File: src/assert_macros.svh
// Assertion macros shared by the button gesture recogniser RTL.
`ifndef ASSERT_MACROS_SVH
`define ASSERT_MACROS_SVH

// Property checked on every rising edge of clk, off while in reset.
`define ASSERT_CLK(label, prop, msg) \
    label: assert property (@(posedge clk) disable iff (!rst_n) (prop)) \
        else $error(msg);

// Implication checked on every rising edge of clk, off while in reset.
`define ASSERT_IMPLY(label, pre, post, msg) \
    label: assert property (@(posedge clk) disable iff (!rst_n) (pre) |-> (post)) \
        else $error(msg);

`endif

File: src/bgr_pkg.sv
// Types and constants shared by the button gesture recogniser modules.
package bgr_pkg;

    localparam int LEVEL_W     = 4;
    localparam int TIME_W      = 32;
    localparam int CFG_W       = 16;
    localparam int CFG_IDX_W   = 2;
    localparam int CODE_W      = 4;
    localparam int MAX_EV      = 4;
    localparam int CNT_W       = 3;
    localparam int POS_W       = 2;
    localparam int IN_TDATA_W  = 40;
    localparam int OUT_TDATA_W = 40;

    typedef enum logic [1:0] {
        MODE_IDLE,
        MODE_PRESSED,
        MODE_LONG,
        MODE_REPEAT
    } mode_t;

    localparam logic [CFG_IDX_W-1:0] CFG_LONG_THRESHOLD  = 2'd0;
    localparam logic [CFG_IDX_W-1:0] CFG_REPEAT_START    = 2'd1;
    localparam logic [CFG_IDX_W-1:0] CFG_REPEAT_INTERVAL = 2'd2;

    localparam logic [CFG_W-1:0] LONG_THRESHOLD_RST  = 16'd1000;
    localparam logic [CFG_W-1:0] REPEAT_START_RST    = 16'd1500;
    localparam logic [CFG_W-1:0] REPEAT_INTERVAL_RST = 16'd200;

    localparam logic [CODE_W-1:0] EV_SHORT_UP        = 4'd0;
    localparam logic [CODE_W-1:0] EV_LONG_UP         = 4'd4;
    localparam logic [CODE_W-1:0] EV_COMBO_UP_DOWN   = 4'd8;
    localparam logic [CODE_W-1:0] EV_COMBO_UP_MENU   = 4'd9;
    localparam logic [CODE_W-1:0] EV_COMBO_DOWN_MENU = 4'd10;
    localparam logic [CODE_W-1:0] EV_REPEAT_UP       = 4'd11;
    localparam logic [CODE_W-1:0] EV_REPEAT_DOWN     = 4'd12;

    localparam logic [LEVEL_W-1:0] LV_UP   = 4'b0001;
    localparam logic [LEVEL_W-1:0] LV_DOWN = 4'b0010;

    typedef struct packed {
        logic [MAX_EV-1:0][CODE_W-1:0] codes;
        logic [CNT_W-1:0]              count;
        logic [TIME_W-1:0]             stamp;
    } ev_batch_t;

endpackage

File: src/button_gesture_recognizer.sv
// Button gesture recogniser top level.
//
// s_tvalid/s_tready/s_tdata carry one request per debounced sample:
// button levels in bits 3:0 (up, down, menu, power), time in ms in 35:4.
// cfg_valid/cfg_index/cfg_data write long_threshold (0), repeat_start (1)
// and repeat_interval (2); cfg_ready is always high. Write only when idle.
// m_tvalid/m_tready/m_tdata/m_tlast carry gesture events: code in 3:0,
// time stamp in 35:4, tlast on the final event of a sample.
// The first event of a sample passes the input register, then the result
// register. Throughput: one sample per cycle while each makes at most one
// event and m_tready is high; a sample with more events (at most four) holds
// the result register until its last is sent. Eventless samples never hold it.
// Reset clears the gesture state to idle and restores the default
// thresholds. When the receiver stalls, the current event holds and one
// further sample waits in the input register before s_tready drops.
module button_gesture_recognizer
(
    input  logic                            clk,
    input  logic                            rst_n,
    input  logic                            s_tvalid,
    output logic                            s_tready,
    input  logic [bgr_pkg::IN_TDATA_W-1:0]  s_tdata,   // button_levels, time_ms
    output logic                            m_tvalid,
    input  logic                            m_tready,
    output logic [bgr_pkg::OUT_TDATA_W-1:0] m_tdata,   // event_code, event_time
    output logic                            m_tlast,
    input  logic                            cfg_valid,
    output logic                            cfg_ready,
    input  logic [bgr_pkg::CFG_IDX_W-1:0]   cfg_index,
    input  logic [bgr_pkg::CFG_W-1:0]       cfg_data
);
    import bgr_pkg::*;

    logic      can_load;
    logic      load;
    ev_batch_t batch;

    assign cfg_ready = 1'b1;

    bgr_core u_core
    (
        .clk       (clk),
        .rst_n     (rst_n),
        .s_tvalid  (s_tvalid),
        .s_tready  (s_tready),
        .s_tdata   (s_tdata),
        .cfg_valid (cfg_valid),
        .cfg_index (cfg_index),
        .cfg_data  (cfg_data),
        .can_load  (can_load),
        .load      (load),
        .batch     (batch)
    );

    bgr_emit u_emit
    (
        .clk      (clk),
        .rst_n    (rst_n),
        .load     (load),
        .batch    (batch),
        .can_load (can_load),
        .m_tvalid (m_tvalid),
        .m_tready (m_tready),
        .m_tdata  (m_tdata),
        .m_tlast  (m_tlast)
    );

endmodule

File: src/bgr_core.sv
// Input register, gesture state and per-sample event list generation.
`include "assert_macros.svh"

module bgr_core
(
    input  logic                           clk,
    input  logic                           rst_n,
    input  logic                           s_tvalid,
    output logic                           s_tready,
    input  logic [bgr_pkg::IN_TDATA_W-1:0] s_tdata,
    input  logic                           cfg_valid,
    input  logic [bgr_pkg::CFG_IDX_W-1:0]  cfg_index,
    input  logic [bgr_pkg::CFG_W-1:0]      cfg_data,
    input  logic                           can_load,
    output logic                           load,
    output bgr_pkg::ev_batch_t             batch
);
    import bgr_pkg::*;

    logic [CFG_W-1:0]   long_thr_reg, rep_start_reg, rep_int_reg;
    logic               in_valid_reg;
    logic [LEVEL_W-1:0] lv_reg;
    logic [TIME_W-1:0]  t_reg;
    mode_t              mode_reg, mode_next;
    logic [LEVEL_W-1:0] prev_reg;
    logic [TIME_W-1:0]  start_reg, start_next;
    logic [TIME_W-1:0]  last_rep_reg, last_rep_next;

    logic [LEVEL_W-1:0] pressed, released;
    mode_t              mode_a, mode_b, mode_c, mode_d;
    logic [TIME_W-1:0]  start_a, last_a, elapsed, rep_elapsed;
    logic               below_long, short_fire, long_fire, rep_enter, rep_due;
    logic               held, single_hit;
    logic [CODE_W-1:0]  single_code;

    function automatic logic combo_hit(input logic [LEVEL_W-1:0] lv);
        return ((lv & 4'b0011) == 4'b0011) || ((lv & 4'b0101) == 4'b0101) ||
               ((lv & 4'b0110) == 4'b0110);
    endfunction

    function automatic logic [CODE_W-1:0] combo_code(input logic [LEVEL_W-1:0] lv);
        logic [CODE_W-1:0] c;
        c = EV_COMBO_DOWN_MENU;
        if ((lv & 4'b0011) == 4'b0011)
            c = EV_COMBO_UP_DOWN;
        else if ((lv & 4'b0101) == 4'b0101)
            c = EV_COMBO_UP_MENU;
        return c;
    endfunction

    assign s_tready = !in_valid_reg || can_load;
    assign load     = in_valid_reg && can_load;

    always_ff @(posedge clk or negedge rst_n)
    begin
        if (!rst_n)
        begin
            long_thr_reg  <= LONG_THRESHOLD_RST;
            rep_start_reg <= REPEAT_START_RST;
            rep_int_reg   <= REPEAT_INTERVAL_RST;
        end
        else if (cfg_valid)
        begin
            unique case (cfg_index)
                CFG_LONG_THRESHOLD:  long_thr_reg  <= cfg_data;
                CFG_REPEAT_START:    rep_start_reg <= cfg_data;
                CFG_REPEAT_INTERVAL: rep_int_reg   <= cfg_data;
                default:             ;
            endcase
        end
    end

    always_ff @(posedge clk or negedge rst_n)
    begin
        if (!rst_n)
            in_valid_reg <= 1'b0;
        else if (s_tready)
            in_valid_reg <= s_tvalid;
    end

    always_ff @(posedge clk)
    begin
        if (s_tvalid && s_tready)
        begin
            lv_reg <= s_tdata[LEVEL_W-1:0];
            t_reg  <= s_tdata[LEVEL_W +: TIME_W];
        end
    end

    always_ff @(posedge clk or negedge rst_n)
    begin
        if (!rst_n)
        begin
            mode_reg     <= MODE_IDLE;
            prev_reg     <= '0;
            start_reg    <= '0;
            last_rep_reg <= '0;
        end
        else if (load)
        begin
            mode_reg     <= mode_next;
            prev_reg     <= lv_reg;
            start_reg    <= start_next;
            last_rep_reg <= last_rep_next;
        end
    end

    // mode progression through one sample: press, release, then hold checks
    always_comb
    begin
        pressed  = lv_reg & ~prev_reg;
        released = prev_reg & ~lv_reg;
        held     = lv_reg != '0;

        if (pressed != '0 && mode_reg == MODE_IDLE)
        begin
            start_a = t_reg;
            mode_a  = MODE_PRESSED;
        end
        else
        begin
            start_a = start_reg;
            mode_a  = mode_reg;
        end

        elapsed    = t_reg - start_a;
        below_long = elapsed < {{(TIME_W-CFG_W){1'b0}}, long_thr_reg};
        short_fire = released != '0 && mode_a == MODE_PRESSED && below_long;
        mode_b     = (released != '0 && prev_reg == released) ? MODE_IDLE : mode_a;

        unique case (lv_reg)
            4'b0001: begin single_hit = 1'b1; single_code = EV_LONG_UP;        end
            4'b0010: begin single_hit = 1'b1; single_code = EV_LONG_UP + 4'd1; end
            4'b0100: begin single_hit = 1'b1; single_code = EV_LONG_UP + 4'd2; end
            4'b1000: begin single_hit = 1'b1; single_code = EV_LONG_UP + 4'd3; end
            default: begin single_hit = 1'b0; single_code = EV_LONG_UP;        end
        endcase

        long_fire = held && mode_b == MODE_PRESSED && !below_long &&
                    (combo_hit(lv_reg) || single_hit);
        mode_c    = long_fire ? MODE_LONG : mode_b;

        rep_enter = held && mode_c == MODE_LONG &&
                    elapsed >= {{(TIME_W-CFG_W){1'b0}}, rep_start_reg};
        mode_d    = rep_enter ? MODE_REPEAT : mode_c;
        last_a    = rep_enter ? t_reg : last_rep_reg;

        rep_elapsed = t_reg - last_a;
        rep_due     = held && mode_d == MODE_REPEAT &&
                      rep_elapsed >= {{(TIME_W-CFG_W){1'b0}}, rep_int_reg} &&
                      (lv_reg == LV_UP || lv_reg == LV_DOWN);
    end

    always_comb
    begin
        mode_next     = mode_d;
        start_next    = start_a;
        last_rep_next = rep_due ? t_reg : last_a;
    end

    always_comb
    begin
        logic [CNT_W-1:0] n;
        n           = '0;
        batch.codes = '0;
        batch.stamp = t_reg;
        if (short_fire)
        begin
            if (combo_hit(prev_reg))
            begin
                batch.codes[0] = combo_code(prev_reg);
                n = 3'd1;
            end
            else
            begin
                for (int b = 0; b < LEVEL_W; b++)
                begin
                    if (released[b] && n < CNT_W'(MAX_EV))
                    begin
                        batch.codes[n[POS_W-1:0]] = EV_SHORT_UP + CODE_W'(b);
                        n = n + 3'd1;
                    end
                end
            end
        end
        if (long_fire && n < CNT_W'(MAX_EV))
        begin
            batch.codes[n[POS_W-1:0]] = combo_hit(lv_reg) ? combo_code(lv_reg) : single_code;
            n = n + 3'd1;
        end
        if (rep_due && n < CNT_W'(MAX_EV))
        begin
            batch.codes[n[POS_W-1:0]] = (lv_reg == LV_UP) ? EV_REPEAT_UP : EV_REPEAT_DOWN;
            n = n + 3'd1;
        end
        batch.count = n;
    end

    `ASSERT_IMPLY(a_idle_when_none_held, prev_reg == '0, mode_reg == MODE_IDLE,
                  "gesture mode not idle with no button held")

endmodule

File: src/bgr_emit.sv
// Result register: holds one sample's events and sends them one per cycle while m_tready is high.
`include "assert_macros.svh"

module bgr_emit
(
    input  logic                            clk,
    input  logic                            rst_n,
    input  logic                            load,
    input  bgr_pkg::ev_batch_t              batch,
    output logic                            can_load,
    output logic                            m_tvalid,
    input  logic                            m_tready,
    output logic [bgr_pkg::OUT_TDATA_W-1:0] m_tdata,
    output logic                            m_tlast
);
    import bgr_pkg::*;

    logic [MAX_EV-1:0][CODE_W-1:0] codes_reg;
    logic [TIME_W-1:0]             stamp_reg;
    logic [CNT_W-1:0]              cnt_reg, cnt_next;
    logic [POS_W-1:0]              pos_reg, pos_next;
    logic                          is_last;

    assign m_tvalid = cnt_reg != '0;
    assign is_last  = {1'b0, pos_reg} == (cnt_reg - 3'd1);
    assign can_load = !m_tvalid || (m_tready && is_last);
    assign m_tlast  = is_last;
    assign m_tdata  = {{(OUT_TDATA_W-TIME_W-CODE_W){1'b0}}, stamp_reg, codes_reg[pos_reg]};

    always_comb
    begin
        cnt_next = cnt_reg;
        pos_next = pos_reg;
        if (load)
        begin
            cnt_next = batch.count;
            pos_next = '0;
        end
        else if (m_tvalid && m_tready)
        begin
            if (is_last)
                cnt_next = '0;
            else
                pos_next = pos_reg + 2'd1;
        end
    end

    always_ff @(posedge clk or negedge rst_n)
    begin
        if (!rst_n)
        begin
            cnt_reg <= '0;
            pos_reg <= '0;
        end
        else
        begin
            cnt_reg <= cnt_next;
            pos_reg <= pos_next;
        end
    end

    always_ff @(posedge clk)
    begin
        if (load)
        begin
            codes_reg <= batch.codes;
            stamp_reg <= batch.stamp;
        end
    end

    `ASSERT_CLK(a_cnt_range, cnt_reg <= CNT_W'(MAX_EV),
                "event count above four")
    `ASSERT_IMPLY(a_pos_in_range, m_tvalid, {1'b0, pos_reg} < cnt_reg,
                  "event pointer beyond loaded count")

endmodule
File: config.mk
export PLATFORM = sky130hd
export DESIGN_NAME = button_gesture_recognizer
export DESIGN_NICKNAME = d
export VERILOG_FILES = /design/src/bgr_pkg.sv /design/src/button_gesture_recognizer.sv /design/src/bgr_core.sv /design/src/bgr_emit.sv
export VERILOG_INCLUDE_DIRS = /design/src /design/src/src
export SDC_FILE = /design/constraint.sdc
export NUM_CORES = 1
export LEC_CHECK = 0
export ABC_AREA = 1
export BUFFER_PORTS_ARGS = -buffer_cell sky130_fd_sc_hd__buf_2
export CORE_MARGIN = 10
export CORE_UTILIZATION = 55
export CTS_BUF_LIST = sky130_fd_sc_hd__clkbuf_16
export DETAILED_ROUTE_END_ITERATION = 16
export PLACE_DENSITY = 0.74
export SLEW_MARGIN = 20
export SYNTH_ARGS = -nofsm -noshare
export SYNTH_HDL_FRONTEND = slang
export SYNTH_SLANG_ARGS = --single-unit
File: constraint.sdc
create_clock -name clk -period 12.5 [get_ports clk]
set_input_delay 1.25 -clock clk [delete_from_list [all_inputs] [get_ports clk]]
set_output_delay 1.25 -clock clk [all_outputs]
set_load 0.01 [all_outputs]
Word level (Yosys, flattened, before mapping)
Index checks and enable logic that the tools add are counted.
- bits in registers: 208
- input port bits: 63
- output and inout port bits: 44
- word-level logic and storage cells: 192
- add/subtract/negate cells: 9
- $lt $le $gt $ge: 19
- equality and inequality tests: 19
- mux-type cells: 64
- bitwise operators: 13
- reduce and logical (&&, ||, !) cells: 51
- operators by type and width (operator ; count):
    $mux W16 ; 10
    $mux W32 ; 3
    $ge A32 B16 Y1 ; 2
    $sub A32 B32 Y32 ; 2
    $mux W4 ; 13
    $mux W3 ; 17
    $demux W4 S2 ; 5
    $bwmux W16 ; 2
    $lt A32 B16 Y1 ; 1
    $logic_and A1 B1 Y1 ; 26
    $not A12 Y12 ; 2
    $eq A2 B2 Y1 const B ; 9
    $lt A2 B3 Y1 const B ; 6
    $mux W2 ; 9
    $add A3 B1 Y3 const B ; 5
    $lt A3 B3 Y1 const B ; 5
    $and A12 B12 Y12 ; 1
    $and A3 B12 Y12 ; 1
    $mux W12 ; 1
    $reduce_bool A4 Y1 ; 3
    $ge A2 B1 Y1 const B ; 5
    $reduce_and A2 Y1 ; 5
    $and A4 B4 Y4 ; 2
    $and A8 B8 Y8 ; 1
    other kinds (24) ; 39

Longest topological paths before layout
Gate-level depths: netlist (run 1).
- depth in word-level cells: 33
- gate-level depth with buffers: 64
- mapped depth without buffers: 58

Cells and area by module
From an unflattened synthesis (run 1), not the netlist that was laid out.
- cells, all modules: 2112
- area total of the unflattened synthesis: 15303.4 µm²
- modules (own cells, without submodules) (module ; times used ; cells an instance ; area an instance (µm²) ; sequential area each (µm²)):
    bgr_core ; 1 ; 1987 ; 13312.8 ; 4078.9
    bgr_emit ; 1 ; 123 ; 1979.4 ; 1566.5
    button_gesture_recognizer ; 1 ; 2 ; 11.3 ; 0.0

Worst setup path after synthesis (run 1)
OpenSTA, ideal clock, no wires.
- path type: reg2reg
- start point: reg u_core.lv_reg[0]
- end point: reg u_emit.codes_reg[10] in the netlist's numbering (data pin)
- library setup time: 0.252 ns
- arrival time: 8.216 ns
- data required time: 12.248 ns
- setup slack: 4.031 ns
- cell stages (with the launch flop): 60
- path buffers: 7
- clock period less this slack: 8.469 ns
- cell sequence: edfxtp_1 buf_2 nand2_1 nand2_1 o21ai_4 buf_6 clkbuf_1 o21ai_0 ha_1 inv_1 nand3_1 o21ai_1 nand2_1 nand2_1 xor2_1 ha_1 a21oi_1 o21a_1 [24 not listed] nand2_2 nand2_2 xor2_1 ha_1 a21o_1 a21oi_1 o21ai_0 a21oi_1 nand2_1 nor2_1 nand2_1 nor2_1 nand3_2 nand3_1 inv_2 buf_4 nand3_1 nand2_1
- RTL lines (what ; RTL line ; RTL):
    start: declaration ; bgr_core.sv:22 ; logic [LEVEL_W-1:0] lv_reg;
    start signal: assignment ; bgr_core.sv:85 ; lv_reg <= s_tdata[LEVEL_W-1:0];
    end signal: assignment ; bgr_emit.sv:66 ; codes_reg <= batch.codes;
    end: declaration ; bgr_emit.sv:18 ; logic [MAX_EV-1:0][CODE_W-1:0] codes_reg;

Worst setup path in the final report (run 1)
- start point: reg u_core.lv_reg[0]
- end point: reg u_core.last_rep_reg[16]
- word-level cells in the longest chain between the ends: 19
- elaborated cells between the ends (all ways): 45
- those cells by class: add/sub: 2; order compare: 3; eq/ne: 10; mux: 8; bitwise: 3; reduce/logical: 19
- ends and longest elaborated chain (what ; RTL line ; RTL):
    $and A4 B4 Y4 * ; bgr_core.sv:111 ; pressed = lv_reg & ~prev_reg;
    $reduce_bool A4 Y1 * ; bgr_core.sv:115 ; if (pressed != '0 && mode_reg == MODE_IDLE)
    $logic_and A1 B1 Y1 * ; bgr_core.sv:115 ;
    $mux W32 * ; bgr_core.sv:115 ;
    net u_core.start_a[0] ; bgr_core.sv:31 ; logic [TIME_W-1:0] start_a, last_a, elapsed, rep_elapsed;
    $sub A32 B32 Y32 * ; bgr_core.sv:126 ; elapsed = t_reg - start_a;
    $lt A32 B16 Y1 ; bgr_core.sv:127 ; below_long = elapsed < {{(TIME_W-CFG_W){1'b0}}, long_thr_reg};
    $logic_not A1 Y1 ; bgr_core.sv:139 ; long_fire = held && mode_b == MODE_PRESSED && !below_long &&
    [3 not listed] ; -- ;
    $eq A2 B2 Y1 ; bgr_core.sv:143 ; rep_enter = held && mode_c == MODE_LONG &&
    $logic_and A1 B1 Y1 (2 in series) ; bgr_core.sv:143 ;
    $mux W32 or $mux W2 (tied branches) ; bgr_core.sv:146, bgr_core.sv:145 ;
    $sub A32 B32 Y32 or $eq A2 B2 Y1 (tied branches) ; bgr_core.sv:148, bgr_core.sv:149 ;
    $ge A32 B16 Y1 or $logic_and A1 B1 Y1 (tied branches) ; bgr_core.sv:150, bgr_core.sv:149 ;
    $logic_and A1 B1 Y1 ; bgr_core.sv:149 ; rep_due = held && mode_d == MODE_REPEAT &&
    $logic_and A1 B1 Y1 ; bgr_core.sv:150 ; rep_elapsed >= {{(TIME_W-CFG_W){1'b0}}, rep_int_reg} &&
    $mux W32 * ; bgr_core.sv:158 ; last_rep_next = rep_due ? t_reg : last_a;
    end signal: assignment ; bgr_core.sv:104 ; last_rep_reg <= last_rep_next;
    end: declaration ; bgr_core.sv:27 ; logic [TIME_W-1:0] last_rep_reg, last_rep_next;
Mark *: on every way through the listed nets, which the timed path passes. The rest lies on a longest branch.
A chain may end at the register's enable or synchronous reset.

==> results.sh, run 1 <==
export IMPL_drc=0
export IMPL_grt_first_pass_wirelength_um=69700
export IMPL_core_area_um2=27700
export IMPL_cp_end_kind="flop"
export IMPL_synth_edf_count=84
export IMPL_worst_path_max_delay_cell="nand2_2"
export IMPL_cts_max_level=1
export IMPL_yosysWarnings=0
export IMPL_placed_cells=2548
export IMPL_wl_met1_um=18900
export IMPL_cpPeakStageDelay_ns=0.68
export IMPL_numCtsBuffers=25
export IMPL_drv_cap=0
export IMPL_finalSetupViolCount=0
export IMPL_fin_tns_setup_ns=0
export IMPL_grt_overflow=0
export IMPL_grt_max_degree=92
export IMPL_place_congestion=0.960
export IMPL_ys_types=57
export IMPL_die_area_um2=35100
export IMPL_clk_path_buf_depth=3
export IMPL_clock_skew_ns=0.0198
export IMPL_post_dp_hpwl_um=33000
export IMPL_drtAntennaViolNets=0
export IMPL_port_buffers=97
export IMPL_hold_viol=0
export IMPL_vias_per_cell=5.45
export IMPL_rsz0062_at_grt="no"
export IMPL_routed_wl_met3_um=2470
export IMPL_drt_total_wl_um=42700
export IMPL_crit_family="simple AND/OR/NAND/NOR gates"
export IMPL_ys_ff_latch=208
export IMPL_fin_crit_ns=10.99
export IMPL_worstMarginPinSlew_ns=1.05
export IMPL_dieWidth_um=187
export IMPL_dr_wl_met2_um=20600
export IMPL_status="completed"
export IMPL_grt_pass1_vias=13700
export IMPL_insertion_delay_ns=0.55
export IMPL_firstDrtPassIters=8
export IMPL_synthesis_instances=2117
export IMPL_ys_flop_type="dfrtp_1"
export IMPL_routedWlPerCell_um=16.5
export IMPL_final_cells=2594
export IMPL_antenna_found_initial=0
export IMPL_fmax_ghz=0.0910
export IMPL_rrSetupSlack_ns=1.51
export IMPL_cts_root_buf="clkbuf_16"
export IMPL_dr_total_vias=14100
export IMPL_critPathKind="flop to flop"
export IMPL_async_flop_share_pct=59.6
export IMPL_drive_gt1_share_pct=9.16
export IMPL_cts_sinks=208
export IMPL_path_buf_inv=4
export IMPL_start_util_pct=55.5
export IMPL_period_share_pct=87.9
export IMPL_max_slew_margin_pct=29.6
export IMPL_path_max_fanout=44
export IMPL_hold_class="flop to flop"
export IMPL_row_count=61
export IMPL_final_nets=2378
export IMPL_final_cell_mix="574 x nand2_1, 322 x inv_1, 206 x nor2_1"
export IMPL_crit_required_ns=12.92
export IMPL_final_common_cell="nand2_1"
export IMPL_slew_violations=0
export IMPL_syn_to_final_growth_pct=9.87
export IMPL_hold_buffers=0
export IMPL_clkTransAtPathRegs_ns=0.06
export IMPL_drt_iter0_markers=1125
export IMPL_syn_area_per_cell_um2=7.27
export IMPL_cts_setup_buffers=0
export IMPL_start_kind="flop"
export IMPL_top_layer="met4"
export IMPL_dieHeight_um=187
export IMPL_num_io_pins=107
export IMPL_track_usage_pct=24.0
export IMPL_cpMostUsedCell="nand2_1"
export IMPL_synth_seq_area_share_pct=36.7
export IMPL_cts_tree="yes"
export IMPL_syn_cell_area_um2=15400
export IMPL_critPathArrivalTime_ns=11.41
export IMPL_post_cts_resized=0
export IMPL_antennaDiodeCount=0
worst reg2reg max path, delay by kind of cell, from the launching register on:
| family | cells | cell delay, ns |
|---|---|---|
| AND/OR/NAND/NOR | 28 | 3.94 |
| AO/OA/AOI/OAI | 17 | 3.44 |
| buffers and inverters | 4 | 1.23 |
| adder cells (fa/ha/maj) | 4 | 1.21 |
| XOR/XNOR | 2 | 0.52 |
| flip-flops | 1 | 0.51 |
metal layers:
| layer | up-vias | GRT usage [%] |
|---|---|---|
| li1 | 7073 | - |
| met1 | 6612 | 30.9 |
| met2 | 398 | 41.9 |
| met3 | 54 | 3.47 |
| met4 | 0 | 4.65 |
| met5 | - | 0 |
through the flow:
stage          area [µm²]  utilization, %  hold slack (ns)  worst slack (ns)
5_1_grt             16900            61.0            0.518             0.510
3_5_place_dp        16100            58.1            0.469              1.64
2_1_floorplan       15400               -            0.449              4.03
3_3_place_gp        16100            58.1            0.466              1.95
6_report            16900            61.0            0.479              1.51
4_1_cts             16900            61.0            0.484              1.59
cells in the mapped netlist, types with 6 or more instances:
cell type	instances	area share [%]
a211oi_1	6	0.29
a21oi_1	104	3.4
buf_4	10	0.49
buf_6	7	0.51
clkbuf_1	33	0.81
dfrtp_1	108	18
dfstp_2	16	2.7
edfxtp_1	84	16
ha_1	116	9.4
inv_1	316	7.7
mux2i_1	19	1.2
nand2_1	574	14
nand2_2	13	0.53
nand3_1	100	3.3
nand3_2	10	0.65
nand4_1	30	1.2
nor2_1	206	5.0
nor3_1	20	0.65
o211ai_1	12	0.59
o21ai_0	187	6.1
o21ai_1	7	0.23
o21bai_1	32	1.6
o21bai_2	6	0.44
o22ai_1	8	0.33
xnor2_1	11	0.63
xor2_1	21	1.2
final timing paths:
check	start	to	cells after the start
setup / recovery	u_core.lv_reg[0]	u_core.last_rep_reg[16]	55
hold / removal	u_emit.cnt_reg[1]	u_emit.cnt_reg[1]	2
setup reg to reg	u_core.lv_reg[0]	u_core.last_rep_reg[16]	55
hold reg to reg	u_emit.cnt_reg[1]	u_emit.cnt_reg[1]	2
max in group asynchronous	rst_n	u_core.rep_int_reg[13]	2
min in group asynchronous	rst_n	u_core.long_thr_reg[4]	1
final cells by class:
cell class              count  area (µm²)
fillers                  2514       10800
multi-input cells        1534        8220
flip-flops and latches    208        5650
inverters                 323        1210
clock buffers              25         626
repair buffers            105         552
well taps                 378         473
clock inverters            21         171
cells by family after synthesis:
group                      after synthesis  share of synthesized area, %
muxes                                   21                          1.38
xor gates and xnor gates                32                          1.82
AOI/OAI and AO/OA                      389                          14.4
and+or+nand+nor                        969                          26.0
adders and majority gates              118                          9.69
buffers and inverters                  378                          9.94
DFF                                    208                          36.7
other                                    2                        0.0488
Power of run 1 is not shown: default switching activity piles up to over one toggle a cycle in this logic, so the estimate is an artifact.
==> inputs of run 2 (changes only) <==
--- a/config.mk
+++ b/config.mk
@@ -16,4 +16,5 @@
 export SLEW_MARGIN = 20
 export SYNTH_ARGS = -nofsm -noshare
 export SYNTH_HDL_FRONTEND = slang
+export SYNTH_HIERARCHICAL = 1
 export SYNTH_SLANG_ARGS = --single-unit
==> results.sh, run 2 <==
export IMPL_critPathArrivalTime_ns=10.88
export IMPL_grt_pass1_vias=13400
export IMPL_dr_total_vias=14200
export IMPL_vias_per_cell=5.50
export IMPL_final_cell_mix="644 x nand2_1, 299 x inv_1, 195 x o21ai_0"
export IMPL_ys_types=62
export IMPL_period_share_pct=84.7
export IMPL_dieWidth_um=187
export IMPL_worstMarginPinSlew_ns=0.996
export IMPL_crit_required_ns=12.80
export IMPL_start_util_pct=55.4
export IMPL_synth_top_area_share_pct=17.7
export IMPL_final_nets=2371
export IMPL_synthesis_instances=2112
export IMPL_grt_max_degree=72
export IMPL_regArea_um2=5650
export IMPL_die_area_um2=34900
export IMPL_firstDrtPassIters=7
export IMPL_synth_most_common_cell="nand2_1"
export IMPL_synth_edf_count=84
export IMPL_grt_overflow=0
export IMPL_cts_tree="yes"
export IMPL_rrSetupSlack_ns=1.92
export IMPL_hold_buffers=0
export IMPL_insertion_delay_ns=0.55
export IMPL_cpPeakStageDelay_ns=0.51
export IMPL_core_area_um2=27600
export IMPL_clock_skew_ns=0.0109
export IMPL_drt_iter0_markers=1103
export IMPL_synth_top_cell_by_area="dfrtp_1"
export IMPL_post_dp_hpwl_um=33500
export IMPL_yosysWarnings=6
export IMPL_drive_gt1_share_pct=9.64
export IMPL_cp_end_kind="flop"
export IMPL_max_slew_margin_pct=33.1
export IMPL_r2r_cells=55
export IMPL_dieHeight_um=187
export IMPL_hold_path_depth=2
export IMPL_cts_root_buf="clkbuf_16"
export IMPL_fmax_ghz=0.0945
export IMPL_critPathKind="flop to flop"
export IMPL_cts_setup_buffers=0
export IMPL_whs_endpoint="u_core/last_rep_reg[6]"
export IMPL_synth_commonest_cells="644 x nand2_1, 297 x inv_1, 195 x o21ai_0, 144 x nand3_1, 129 x nor2_1"
export IMPL_syn_to_final_growth_pct=10.4
export IMPL_drv_cap=0
export IMPL_port_buffers=97
export IMPL_post_cts_resized=0
export IMPL_drt_total_wl_um=43400
export IMPL_routedWlPerCell_um=16.8
export IMPL_cpMostUsedCell="nand2_1"
export IMPL_final_common_cell="nand2_1"
export IMPL_syn_area_per_cell_um2=7.25
export IMPL_hold_viol=0
export IMPL_cts_sinks=208
export IMPL_ys_flop_type="dfrtp_1"
export IMPL_rsz0062_at_grt="no"
export IMPL_status="completed"
export IMPL_clkTransAtPathRegs_ns=0.06
export IMPL_reg2reg_from="u_core/lv_reg[0]"
export IMPL_syn_cell_area_um2=15300
export IMPL_drtAntennaViolNets=0
export IMPL_hold_class="flop to flop"
export IMPL_fillers=2608
export IMPL_track_usage_pct=23.9
export IMPL_antennaDiodeCount=0
export IMPL_async_flop_share_pct=59.6
export IMPL_start_kind="flop"
export IMPL_r2r_end="u_emit/codes_reg[13]"
export IMPL_antenna_found_initial=0
export IMPL_multi_input_area_um2=8230
export IMPL_place_congestion=0.960
export IMPL_final_util_pct=61.1
export IMPL_num_io_pins=107
export IMPL_row_count=61
export IMPL_fin_tns_setup_ns=0
export IMPL_synth_seq_area_share_pct=36.9
export IMPL_clk_path_buf_depth=3
export IMPL_fin_crit_ns=10.58
export IMPL_cts_max_level=1
export IMPL_drc=0
export IMPL_finalSetupViolCount=0
export IMPL_ys_ff_latch=208
export IMPL_slew_violations=0
export IMPL_grt_first_pass_wirelength_um=68900
export IMPL_numCtsBuffers=25
export IMPL_min_from="u_core/last_rep_reg[6]"
export IMPL_path_max_fanout=46
export IMPL_synthTopCellsByArea="dfrtp_1 18%, edfxtp_1 16%, nand2_1 16%"
export IMPL_worst_path_max_delay_cell="edfxtp_1"
==> run 2: changes by cell type after synthesis, sizes merged, moves of 5 or more <==
cell and delta:
a21oi -16, inv -15, mux2i -16, nand2 +74
nand3 +43, nand4 -6, nor2 -76, o211ai -11
o21a +5, o21ai +14, o21bai -34, o31ai +10
xor2 +5
==> run 2: area by class of cell <==
cell class	count	area share, %
multi-input combinational	1541	48.7
sequential	208	33.4
inverter	308	6.87
clock buffer	25	3.70
timing repair buffer	106	3.29
tap	378	2.80
clock inverter	21	1.20
==> run 2: through the flow <==
| step | cells | setup WS (ns) | hold WS [ns] | area (µm²) |
|---|---|---|---|---|
| floorplan | 2115 | 4.86 | 0.444 | 15300 |
| finish | 2587 | 1.92 | 0.474 | 16900 |
| global placement | 2541 | 2.37 | 0.456 | 16000 |
| global route | 2587 | 1.06 | 0.489 | 16900 |
| detailed placement | 2541 | 2.11 | 0.460 | 16000 |
| CTS | 2587 | 2.09 | 0.476 | 16900 |
==> run 2: cells by family (layout without fill, tap and decap cells) <==
| logic type | count (synthesis) | count (layout) | synth area share, % |
|---|---|---|---|
| flip-flops | 208 | 208 | 36.9 |
| adder cells (fa/ha/maj) | 118 | 118 | 9.75 |
| XOR/XNOR | 35 | 35 | 2.05 |
| AND/OR/NAND/NOR | 1015 | 1015 | 28.1 |
| multiplexers | 3 | 3 | 0.196 |
| other | 2 | 5 | 0.0491 |
| AO/OA/AOI/OAI | 365 | 365 | 13.3 |
| buffers and inverters | 366 | 460 | 9.68 |
==> run 2: critical path, delay by kind of cell, from the launching register on <==
kind	cells	cell delay (ns)
XOR/XNOR	2	0.52
AND/OR/NAND/NOR	28	4.19
adder cells (fa/ha/maj)	5	1.28
flip-flops	1	0.51
AO/OA/AOI/OAI	12	1.96
buffers and inverters	8	1.76
==> run 2: worst max-delay path by stage <==
| stage | cells after the start | startpoint | end |
|---|---|---|---|
| after floorplan | 60 | u_core/lv_reg[0] | u_emit/codes_reg[13] |
| after CTS | 55 | u_core/lv_reg[0] | u_emit/codes_reg[13] |
| final | 55 | u_core/lv_reg[0] | u_emit/codes_reg[13] |
| after global routing | 57 | u_core/lv_reg[0] | u_emit/cnt_reg[2] |
| after detailed placement | 55 | u_core/lv_reg[0] | u_emit/codes_reg[13] |
| after global placement | 55 | u_core/lv_reg[0] | u_emit/codes_reg[13] |
==> run 2: metal layers <==
| layer | up-vias | global-route usage (%) | share of wire [%] |
|---|---|---|---|
| met5 | - | 0 | 0 |
| met4 | 0 | 6.05 | 2.4 |
| met3 | 62 | 3.34 | 6.4 |
| met2 | 450 | 39.8 | 46 |
| met1 | 6652 | 32.1 | 45 |
| li1 | 7064 | - | - |
Power of run 2 is left out for the same reason.
